### src/sv/tpq_pkg.sv
// Package for the typed packet queue: types, codes and constants.
// Used by typed_packet_queue and the testbench; tpq_ram does not use it.
// No dependencies.
package tpq_pkg;

  // Default queue depth and configuration register layout
  localparam int QUEUE_DEPTH_DEF = 64;
  localparam int CFG_W           = 7;
  localparam logic [CFG_W-1:0] MAX_ENTRIES_RST = 7'd64;

  // Output field widths
  localparam int CNT_OUT_W  = 7;
  localparam int BYTES_W    = 23;
  localparam int BYTES_OUT_W = 22;

  // Class code of a generic data packet
  localparam logic CLASS_DATA = 1'b0;

  typedef enum logic [1:0] {
    FUNC_ENQ        = 2'd0,
    FUNC_DEQ        = 2'd1,
    FUNC_PEEK_HEAD  = 2'd2,
    FUNC_PEEK_CLASS = 2'd3
  } tpq_func_e;

  typedef enum logic [1:0] {
    STAT_DONE = 2'd0,
    STAT_FULL = 2'd1,
    STAT_NONE = 2'd2
  } tpq_status_e;

  typedef enum logic [1:0] {
    ST_IDLE,
    ST_SCAN,
    ST_SHIFT
  } tpq_state_e;

  // One stored descriptor
  typedef struct packed {
    logic [15:0] handle;
    logic        cls;
    logic [15:0] nbytes;
    logic [31:0] stamp;
  } tpq_entry_t;

  localparam int ENTRY_W = $bits(tpq_entry_t);

endpackage

### src/sv/typed_packet_queue.sv
// Typed packet queue: bounded descriptor queue with class-selective dequeue.
// Enqueue, and lookups on an empty queue, answer from the idle state; other lookups
//   scan from the head, one entry per cycle, to the first match or the last held entry
//   (peek head stops at entry 0); dequeue shifts the later entries down one per cycle.
// One item in flight at a time; a new request waits for idle and the last result to go.
// Reset clears counts and sets the limit to 64; the descriptor RAM is not cleared.
module typed_packet_queue #(
  parameter int QUEUE_DEPTH = tpq_pkg::QUEUE_DEPTH_DEF
) (
  input  logic                          clk_i,
  input  logic                          rst_ni,
  // configuration write channel
  input  logic                          cfg_valid_i,
  output logic                          cfg_ready_o,
  input  logic [tpq_pkg::CFG_W-1:0]     cfg_data_i,
  // input transaction
  input  logic                          in_valid_i,
  output logic                          in_ready_o,
  input  logic [1:0]                    func_i,
  input  logic                          item_class_i,
  input  logic [15:0]                   entry_handle_i,
  input  logic [15:0]                   entry_bytes_i,
  input  logic [31:0]                   now_time_i,
  // result transaction
  output logic                          out_valid_o,
  input  logic                          out_ready_i,
  output logic [1:0]                    status_o,
  output logic [15:0]                   out_handle_o,
  output logic                          out_class_o,
  output logic [15:0]                   out_bytes_o,
  output logic [31:0]                   out_time_o,
  output logic [tpq_pkg::CNT_OUT_W-1:0] entry_count_o,
  output logic [tpq_pkg::BYTES_OUT_W-1:0] byte_total_o,
  output logic [tpq_pkg::CNT_OUT_W-1:0] data_count_o,
  output logic [tpq_pkg::CNT_OUT_W-1:0] request_count_o
);

  import tpq_pkg::*;

  localparam int AW = $clog2(QUEUE_DEPTH);
  localparam int CW = $clog2(QUEUE_DEPTH + 1);
  localparam int LW = (CW > CNT_OUT_W) ? CW : CNT_OUT_W;

  tpq_state_e state_q, state_d;
  tpq_func_e  op_q, op_d;
  logic       cls_q, cls_d;
  logic [CW-1:0] idx_q, idx_d;
  logic [CW-1:0] cnt_q, cnt_d;
  logic [CW-1:0] data_q, data_d;
  logic [CW-1:0] req_q, req_d;
  logic [BYTES_W-1:0] bytes_q, bytes_d;
  logic [CFG_W-1:0]   lim_q, lim_d;
  logic          ovalid_q, ovalid_d;
  tpq_status_e   ostat_q, ostat_d;
  tpq_entry_t    oent_q, oent_d;

  logic          ram_we;
  logic [AW-1:0] ram_waddr, ram_raddr;
  logic [ENTRY_W-1:0] ram_wdata, ram_rdata;
  tpq_entry_t    rd_ent, in_ent;

  logic          in_acc;
  logic          full;
  logic          match;
  logic [CW-1:0] idx_p1, idx_p2;
  logic [LW-1:0] cnt_ext, lim_ext, data_ext, req_ext;

  // Descriptor storage
  tpq_ram #(
    .WIDTH (ENTRY_W),
    .DEPTH (QUEUE_DEPTH)
  ) u_ram (
    .clk_i   (clk_i),
    .we_i    (ram_we),
    .waddr_i (ram_waddr),
    .wdata_i (ram_wdata),
    .raddr_i (ram_raddr),
    .rdata_o (ram_rdata)
  );

  assign rd_ent = tpq_entry_t'(ram_rdata);
  assign in_ent = '{handle: entry_handle_i, cls: item_class_i,
                    nbytes: entry_bytes_i, stamp: now_time_i};

  // Handshakes
  assign cfg_ready_o = 1'b1;
  assign in_ready_o  = (state_q == ST_IDLE) && (!ovalid_q || out_ready_i);
  assign in_acc      = in_valid_i && in_ready_o;

  // Limit check: a limit above the depth acts as the depth
  assign cnt_ext = LW'(cnt_q);
  assign lim_ext = LW'(lim_q);
  assign full    = (cnt_ext >= lim_ext) || (cnt_q == CW'(QUEUE_DEPTH));

  assign idx_p1 = idx_q + CW'(1);
  assign idx_p2 = idx_q + CW'(2);
  assign match  = (op_q == FUNC_PEEK_HEAD) || (rd_ent.cls == cls_q);

  // Sequencer: next state, counters and RAM control
  always_comb begin
    state_d  = state_q;
    op_d     = op_q;
    cls_d    = cls_q;
    idx_d    = idx_q;
    cnt_d    = cnt_q;
    data_d   = data_q;
    req_d    = req_q;
    bytes_d  = bytes_q;
    lim_d    = lim_q;
    ovalid_d = ovalid_q && !out_ready_i;
    ostat_d  = ostat_q;
    oent_d   = oent_q;
    ram_we    = 1'b0;
    ram_waddr = cnt_q[AW-1:0];
    ram_wdata = ENTRY_W'(in_ent);
    ram_raddr = '0;

    if (cfg_valid_i) begin
      lim_d = cfg_data_i;
    end

    case (state_q)
      ST_IDLE: begin
        // head is read every idle cycle so a scan starts with entry 0 ready
        ram_raddr = '0;
        if (in_acc) begin
          op_d  = tpq_func_e'(func_i);
          cls_d = item_class_i;
          idx_d = '0;
          if (tpq_func_e'(func_i) == FUNC_ENQ) begin
            ovalid_d = 1'b1;
            oent_d   = '0;
            if (full) begin
              ostat_d = STAT_FULL;
            end else begin
              ostat_d = STAT_DONE;
              ram_we  = 1'b1;
              cnt_d   = cnt_q + CW'(1);
              if (item_class_i == CLASS_DATA) begin
                data_d = data_q + CW'(1);
              end else begin
                req_d = req_q + CW'(1);
              end
              bytes_d = bytes_q + BYTES_W'(entry_bytes_i);
            end
          end else if (cnt_q == '0) begin
            ovalid_d = 1'b1;
            ostat_d  = STAT_NONE;
            oent_d   = '0;
          end else begin
            state_d = ST_SCAN;
          end
        end
      end

      ST_SCAN: begin
        // rd_ent holds entry idx_q; fetch the next one
        ram_raddr = idx_p1[AW-1:0];
        if (match) begin
          oent_d  = rd_ent;
          ostat_d = STAT_DONE;
          if (op_q == FUNC_DEQ) begin
            if (rd_ent.cls == CLASS_DATA) begin
              if (data_q != '0) data_d = data_q - CW'(1);
            end else begin
              if (req_q != '0) req_d = req_q - CW'(1);
            end
            bytes_d = bytes_q - BYTES_W'(rd_ent.nbytes);
            state_d = ST_SHIFT;
          end else begin
            ovalid_d = 1'b1;
            state_d  = ST_IDLE;
          end
        end else if (idx_p1 == cnt_q) begin
          ostat_d  = STAT_NONE;
          oent_d   = '0;
          ovalid_d = 1'b1;
          state_d  = ST_IDLE;
        end else begin
          idx_d = idx_p1;
        end
      end

      ST_SHIFT: begin
        // rd_ent holds entry idx_q+1; move it down into idx_q
        ram_raddr = idx_p2[AW-1:0];
        ram_waddr = idx_q[AW-1:0];
        ram_wdata = ram_rdata;
        if (idx_p1 < cnt_q) begin
          ram_we = 1'b1;
          idx_d  = idx_p1;
        end else begin
          cnt_d    = cnt_q - CW'(1);
          ovalid_d = 1'b1;
          state_d  = ST_IDLE;
        end
      end

      default: begin
        state_d = ST_IDLE;
      end
    endcase
  end

  // Control and counter registers
  always_ff @(posedge clk_i or negedge rst_ni) begin
    if (!rst_ni) begin
      state_q  <= ST_IDLE;
      cnt_q    <= '0;
      data_q   <= '0;
      req_q    <= '0;
      bytes_q  <= '0;
      lim_q    <= MAX_ENTRIES_RST;
      ovalid_q <= 1'b0;
    end else begin
      state_q  <= state_d;
      cnt_q    <= cnt_d;
      data_q   <= data_d;
      req_q    <= req_d;
      bytes_q  <= bytes_d;
      lim_q    <= lim_d;
      ovalid_q <= ovalid_d;
    end
  end

  // Payload registers
  always_ff @(posedge clk_i) begin
    op_q    <= op_d;
    cls_q   <= cls_d;
    idx_q   <= idx_d;
    ostat_q <= ostat_d;
    oent_q  <= oent_d;
  end

  // Result outputs; counts stay put while a result waits
  assign data_ext = LW'(data_q);
  assign req_ext  = LW'(req_q);

  assign out_valid_o     = ovalid_q;
  assign status_o        = ostat_q;
  assign out_handle_o    = oent_q.handle;
  assign out_class_o     = oent_q.cls;
  assign out_bytes_o     = oent_q.nbytes;
  assign out_time_o      = oent_q.stamp;
  assign entry_count_o   = cnt_ext[CNT_OUT_W-1:0];
  assign byte_total_o    = bytes_q[BYTES_OUT_W-1:0];
  assign data_count_o    = data_ext[CNT_OUT_W-1:0];
  assign request_count_o = req_ext[CNT_OUT_W-1:0];

endmodule

### src/sv/tpq_ram.sv
// Generic single-write, single-read RAM with registered read data.
// No package dependencies; used for the descriptor store.
module tpq_ram #(
  parameter int WIDTH = 8,
  parameter int DEPTH = 64
) (
  input  logic                     clk_i,
  input  logic                     we_i,
  input  logic [$clog2(DEPTH)-1:0] waddr_i,
  input  logic [WIDTH-1:0]         wdata_i,
  input  logic [$clog2(DEPTH)-1:0] raddr_i,
  output logic [WIDTH-1:0]         rdata_o
);

  logic [WIDTH-1:0] mem_q [DEPTH];
  logic [WIDTH-1:0] rdata_q;

  // Write port and registered read port
  always_ff @(posedge clk_i) begin
    if (we_i) begin
      mem_q[waddr_i] <= wdata_i;
    end
    rdata_q <= mem_q[raddr_i];
  end

  assign rdata_o = rdata_q;

endmodule

### config.mk
export PLATFORM = sky130hd
export DESIGN_NAME = typed_packet_queue
export DESIGN_NICKNAME = d
export VERILOG_FILES = /design/src/sv/tpq_pkg.sv /design/src/sv/typed_packet_queue.sv /design/src/sv/tpq_ram.sv
export SDC_FILE = /design/constraint.sdc
export NUM_CORES = 2
export LEC_CHECK = 0
export BUFFER_PORTS_ARGS = -buffer_cell sky130_fd_sc_hd__buf_2
export CORE_UTILIZATION = 35
export DETAILED_ROUTE_END_ITERATION = 16
export PLACE_DENSITY_LB_ADDON = 0.2
export SETUP_SLACK_MARGIN = 0.5
export SYNTH_ARGS = -nofsm -noshare
export SYNTH_HDL_FRONTEND = slang
export SYNTH_HIERARCHICAL = 1
export SYNTH_MEMORY_MAX_BITS = 65536
export SYNTH_SLANG_ARGS = --single-unit
### constraint.sdc
create_clock -name clk_i -period 7 [get_ports clk_i]
set_clock_uncertainty 0.15 [all_clocks]
set_input_delay 0.35 -clock clk_i [delete_from_list [all_inputs] [get_ports clk_i]]
set_output_delay 0.35 -clock clk_i [all_outputs]
set_load 0.005 [all_outputs]
* Word-level counts from Yosys, hierarchy flattened
Memory sizes are Yosys's and may differ from the RTL's. A register that Yosys moved wholly into a read port is not among the register bits.
Index checks and enable logic that the tools add are counted.
** Storage, ports and cells
- Register bits after elaboration :: 131
- RAM bits :: 4160
- Input port bits :: 79
- Output and inout port bits :: 113
- Word-level logic and storage cells :: 151
- Memories :: 1
** Operators by class
- Add/sub/neg operators :: 10
- Magnitude comparators :: 2
- Eq/ne operators :: 26
- Multiplexer cells :: 73
- Reductions and logical operators :: 24
** Memories
- u_ram.mem_q :: depth 64, width 65, rd ports 1, clocked after Yosys merged registers in 1, write ports 1, RTL line tpq_ram.sv:15 : logic [WIDTH-1:0] mem_q [DEPTH];
** Operator list (number)
- two-way mux 65 bit :: 6
- two-way mux 7 bit :: 24
- case mux 65 bit (2 select lines) :: 1
- two-way mux 23 bit :: 5
- case mux 23 bit (2 select lines) :: 1
- case mux 7 bit (2 select lines) :: 3
- inequality test 2 bit (second input constant) :: 15
- adder 7 x 1 -> 7 bit (second input constant) :: 4
- two-way mux 2 bit :: 12
- adder 23 x 16 -> 23 bit :: 1
- subtractor 23 x 16 -> 23 bit :: 1
- case mux 7 bit (3 select lines) :: 1
- subtractor 7 x 1 -> 7 bit (second input constant) :: 3
- AND reduction 9 bit :: 2
- AND reduction 5 bit :: 3
- two-way mux 1 bit :: 14
- nonzero test 7 bit :: 2
- case mux 6 bit (2 select lines) :: 1
- == test 7 bit :: 1
- == test 7 bit (second input constant) :: 1
- >= comparator 7 bit :: 1
- zero test 7 bit :: 1
- less-than comparator 7 bit :: 1
- adder 6 x 2 -> 6 bit (second input constant) :: 1
- other kinds (20) :: 30

* Longest topological paths before layout
- Depth after elaboration :: 8
- Depth in mapped cells :: 18
- Mapped depth without buffers :: 17

* Hierarchy
Netlist, hierarchy kept.
** By module, submodules not included
- tpq_ram :: times used 1, cells each 6771, area each 158278.1 um^2, seq. area each 126221.1 um^2
- typed_packet_queue :: times used 1, cells each 852, area each 8536.9 um^2, seq. area each 3639.7 um^2

* Least setup slack after synthesis
No wires, ideal clock.
- Path type :: reg-to-reg
- Start point :: register idx_q[2]
- End point :: memory u_ram/mem_q[50][0] in the netlist's numbering, enable pin
- Setup time :: 568 ps
- Arrival :: 6891 ps
- Required time :: 6282 ps
- Slack :: -609 ps
- Stages on the path, launching flop included :: 14
- Buffers on the path :: 1
- Clock period less this slack :: 7609 ps
- Cells stage by stage :: edfxtp_1 ha_1 nand4_1 xnor2_1 ha_1 a21o_1 a21oi_1 o211ai_1 o21bai_1 clkbuf_1 nand4b_1 inv_1 nand2_1 nor3_1
** On the way
- Cells in the longest elaborated chain, start to end :: 6
- Elaborated cells on any way between the ends :: 7
- Classes of those cells :: 1 x add/sub; 1 x order compare; 5 x mux
** RTL lines
- start, declared :: RTL line typed_packet_queue.sv:47 : logic [CW-1:0] idx_q, idx_d;
- start signal, assigned :: RTL line typed_packet_queue.sv:230 : idx_q <= idx_d;
- adder 7 x 1 -> 7 bit :: RTL line typed_packet_queue.sv:95 : assign idx_p1 = idx_q + CW'(1);
- net idx_p1[5] :: RTL line typed_packet_queue.sv:65 : logic [CW-1:0] idx_p1, idx_p2;
- less-than comparator 7 bit :: RTL line typed_packet_queue.sv:189 : if (idx_p1 < cnt_q) begin
- two-way mux 1 bit :: RTL line typed_packet_queue.sv:189
- case mux 1 bit (2 select lines) :: RTL line typed_packet_queue.sv:122 : case (state_q)
- net ram_we :: RTL line typed_packet_queue.sv:57 : logic ram_we;
- two-way mux 1 bit :: RTL line tpq_ram.sv:20 : if (we_i) begin
- two-way mux 1 bit (not written as such) :: RTL line tpq_ram.sv:21 : mem_q[waddr_i] <= wdata_i;
- end, declared :: RTL line tpq_ram.sv:15
The timed path passes the listed nets, and every way through them passes these cells.

* Worst setup path in the final report
- Start point :: register state_q[0]
- End point :: register u_ram.rdata_q[15] (netlist: u_ram/rdata_o[15]) (read register of u_ram.mem_q)
** On the way
- Cells in the longest elaborated chain, start to end :: 2
- Elaborated cells on any way between the ends :: 3
- Classes of those cells :: 2 x eq/ne; 1 x mux
** RTL lines
- start, declared :: RTL line typed_packet_queue.sv:44 : tpq_state_e state_q, state_d;
- start signal, assigned :: RTL line typed_packet_queue.sv:216 : state_q <= state_d;
- == test 2 bit or == test 2 x 1 -> 1 bit (tied branches) :: RTL line typed_packet_queue.sv:122
- case mux 6 bit (2 select lines) * :: RTL line typed_packet_queue.sv:122
- net ram_raddr[5] :: RTL line typed_packet_queue.sv:58 : logic [AW-1:0] ram_waddr, ram_raddr;
- end, declared :: RTL line tpq_ram.sv:16 : logic [WIDTH-1:0] rdata_q;
The timed path passes the listed nets; every way through them passes the cells marked *.
A chain may end at the register's enable or synchronous reset.

==> results.env <==
FINAL_WORST_PATH_PERIOD_NEED_NS=5.75
FINAL_CELL_MIX='edfxtp_1, mux4_2, clkbuf_16, o22ai_1, buf_4'
FINAL_ANTENNA_NET_COUNT=0
GRT_UTIL_MET1_PCT=31.0
DETAIL_ROUTE.WIRELENGTH_UM=507000
STATUS='completed'
SYN_AREA_PER_CELL_SQ_UM=21.9
SYNTH_AREA_LEADER_CELL='edfxtp_1'
REGAREA_SQ_MM=0.130
FMAX_MHz=174
CLOCK_TREE.HTREE_LEVEL_COUNT=5
WORSTSETUPSTARTPOINTTYPE='register'
SYNTHESIS.NETS=7763
CTS.HOLD.BUFFERS_ADDED=39
GRT_PASS1_WL_UM=701000
COREAREA_SQ_MM=0.475
WORST_HOLD_PATH.ENDPOINT='u_ram/mem_q[51][17]'
TRITONCTS='yes'
DPL.CELL_COUNT=14000
DR.PASS1.ITERS=8
AVGVIACOUNTPERCELL=5.74
RSZ0062_AT_GRT='false'
GRT_MAX_DEGREE=88
POSTCTSSETUPREPAIRBUFS=0
CELLPOWERDENSITY_mW_PER_MM2=414
GRT.BUSIEST_LAYER='met2'
CRITPATHCAPTURETYPE='register'
NETLIST_AREA_SQ_MM=0.167
FINAL_CELL_UTILIZATION_OF_THE_CORE_PCT=40.6
TOP_LEVEL_PORTS=192
DRC_ERRORS=0
GRT_OVERFLOW_TOTAL=0
MAX_CAP_VIOLATIONS=0
MAX_SLEW_MARGIN_PCT=9.25
P_LEAK_uW=0.0592
CRITICALPATHCATEGORY='register to register'
HP-START='now_time_i[17]'
FRACTION_OF_FINAL_LAYOUT_CELLS_SIZED_BEYOND_DRIVE_STRENGTH_1_PCT=27.3
FF2FF_SETUP_SLACK_NS=1.25
SYNTH.TOP_CELL.AREA_SHARE_PCT=76.3
WORST_R2R_PATH_DEPTH=9
NUMBER_OF_CLOCK_SINKS=4355
WL_PER_CELL_UM=34.2
DRT_ITER0_DRC=10600
FINAL_NETS=8340
REPORT.POWER.TOTAL_uW=79700
WORST-ENDPOINT-REQUIRED_NS=7.72
ASYNC_RESET_FF_SHARE_PCT=1.22
CTS-BUFFERS-INSERTED=448
NUM-FILL-CELLS=41400
DIEWIDTH_UM=692
MULTI_INPUT_COMB_AREA_SQ_MM=0.0354
ROUTED-VIA-COUNT=85300
TIMING.CRITICAL_PATH.ARRIVAL_NS=6.47
WORST_R2R_STARTPOINT='state_q[0]'
PLACER_CONGESTION_ESTIMATE=0.807
SLEW_VIOLATIONS=0
PERIOD_SHARE_PCT=82.1
SYNTHDISTINCTLIBCELLS=72
YS.FLOP_TYPE='edfxtp_1'
ANTENNA_FOUND_INITIAL=35
YS_FF_LATCH=4355
SYNTH-EDFF-COUNT=4237
FLOORPLAN_DIE_AREA_SQ_MM=0.479
SYNTHESIS.INSTANCES=7623
GRT_PASS1_VIAS=85000
START_UTIL_PCT=35.2
AREA_DELTA_SYNTH_FINAL_PCT=15.6
COUNT_OF_INSTANCES_RESIZED_AFTER_THE_CLOCK_TREE_IS_BUILT=0
PLACE_HPWL_UM=290000
WORSTMARGINPINSLEW_NS=1.35
ROOT_BUFFER='clkbuf_16'
FINALSETUPVIOLATIONS=0
CLK_TRANSITION_REPORTED_PATHS_NS=0.06
SETUP_TNS_NS=0
HOLD_PATH_DEPTH=2
FINAL-INSTANCE-COUNT-EXCL-FILL=14800
PLACE.PORT_BUFFERS=190
R2R-END='u_ram/rdata_o[15]'
YOSYSWARNINGCOUNT=6
DIE_HEIGHT_UM=692
HOLD_VIOLATIONS=0
LAYOUT.CELLS.MOST_COMMON='edfxtp_1'
SYNTH.YOSYS.SEQ_AREA_SHARE_PCT=77.8
VDD_IR_DROP_MAX_mV=0.317
SYNTH_TOP_CELLS_BY_AREA='edfxtp_1, mux4_2, o22ai_1'
USE_MET3_PCT=3.20
TIMING.HOLD.WORST.CLASS='primary input to register'
ROWS=253
MET2_USAGE_PCT=32.1
GRT_USAGE_PCT=20.7
CTS_BUFFER_DEPTH=4
CLOCK_INSERTION_DELAY_WORST_SKEW_NS=1.02
CP_MAX_FO=54
## cell families after synthesis
group                    synth area share (%)
flip-flops                               77.8
XOR/XNOR                                0.263
adder cells (fa/ha/maj)                 0.476
AND/OR/NAND/NOR                          2.07
multiplexers                             14.5
buffers and inverters                    1.43
other                                 0.00225
AO/OA/AOI/OAI                            3.38
## registers in the layout (all words and copies together), names as in the netlist, 2 cells and up
register	count
out_bytes_o	16
idx_q	7
data_count_o	7
op_q	2
out_handle_o	16
entry_count_o	7
status_o	2
u_ram/mem_q	4160
out_time_o	32
request_count_o	7
bytes_q	22
lim_ext	7
state_q	2
u_ram/rdata_o	65
## per-stage QoR
| stage | setup slack (ns) | hold slack [ns] | instance area [sq um] |
|---|---|---|---|
| 3_5_place_dp | 1.35 | 0.352 | 178000 |
| 4_1_cts | 1.33 | 0.0217 | 193000 |
| 5_1_grt | 1.13 | 0.104 | 193000 |
| 3_3_place_gp | 1.06 | 0.349 | 178000 |
| 6_report | 1.25 | 0.0978 | 193000 |
| 2_1_floorplan | -0.532 | -0.0956 | 167000 |
## cells in the mapped netlist (57+ instances only)
| cell | number |
|---|---|
| edfxtp_1 | 4237 |
| mux4_2 | 990 |
| o22ai_1 | 310 |
| clkbuf_1 | 227 |
| nor2_1 | 148 |
| mux2i_1 | 119 |
| buf_2 | 110 |
| a211oi_1 | 106 |
| nand2_1 | 105 |
| nor2b_1 | 93 |
| o21ai_0 | 82 |
| and3_1 | 77 |
| nor3_1 | 70 |
| mux2_2 | 67 |
| o221ai_1 | 67 |
| dfxtp_1 | 65 |
| a21oi_1 | 59 |
| nor4_1 | 59 |
| a22oi_1 | 57 |
| ha_1 | 57 |
## worst max-delay path, cell delays in order (launching register included)
cell	delay, ns
dfrtp_1	0.43
inv_1	0.16
ha_4	0.69
clkinv_1	0.64
nand2_1	0.22
o2111a_4	0.89
nand3_1	0.97
o22ai_1	0.90
nor3_1	0.27
o22a_1	0.24
## how the worst max path moves through the flow
stage | to | cells after the start | slack (ns) | from
detailed placement | u_ram/rdata_o[12] | 10 | 1.35 | state_q[0]
CTS | u_ram/rdata_o[12] | 10 | 1.33 | state_q[0]
floorplan | u_ram/mem_q[52][0] | 11 | -0.53 | idx_q[2]
global placement | u_ram/rdata_o[6] | 10 | 1.06 | state_q[0]
global route | u_ram/rdata_o[12] | 10 | 1.13 | state_q[0]
finish | u_ram/rdata_o[15] | 9 | 1.25 | state_q[0]
## final cells by class
| type | instances | share of cell area [%] |
|---|---|---|
| repair buffers | 571 | 2.56 |
| inverters | 44 | 0.0857 |
| diodes | 13 | 0.0169 |
| well taps | 6247 | 4.05 |
| clock inverters | 225 | 1.21 |
| multi-input cells | 2780 | 18.4 |
| flip-flops and latches | 4355 | 67.4 |
| clock buffers | 605 | 6.36 |
## power breakdown
group	leakage, uW	total (uW)	internal, uW	switching, uW
Combinational	0.0128	24200	9820	14400
Sequential	0.0393	31700	30700	1060
Clock	0.00711	23800	13600	10200
Total	0.0592	79700	54100	25600
## layer usage
layer  share of wire (%)  up-vias  wire [um]
li1                    -    33600          -
met3                 7.8      580      39800
met2                  46     3773     233000
met4                 2.1        8      10500
met1                  44    47300     224000
met5              0.0095        -         48
(Power assumes the default switching activity.)
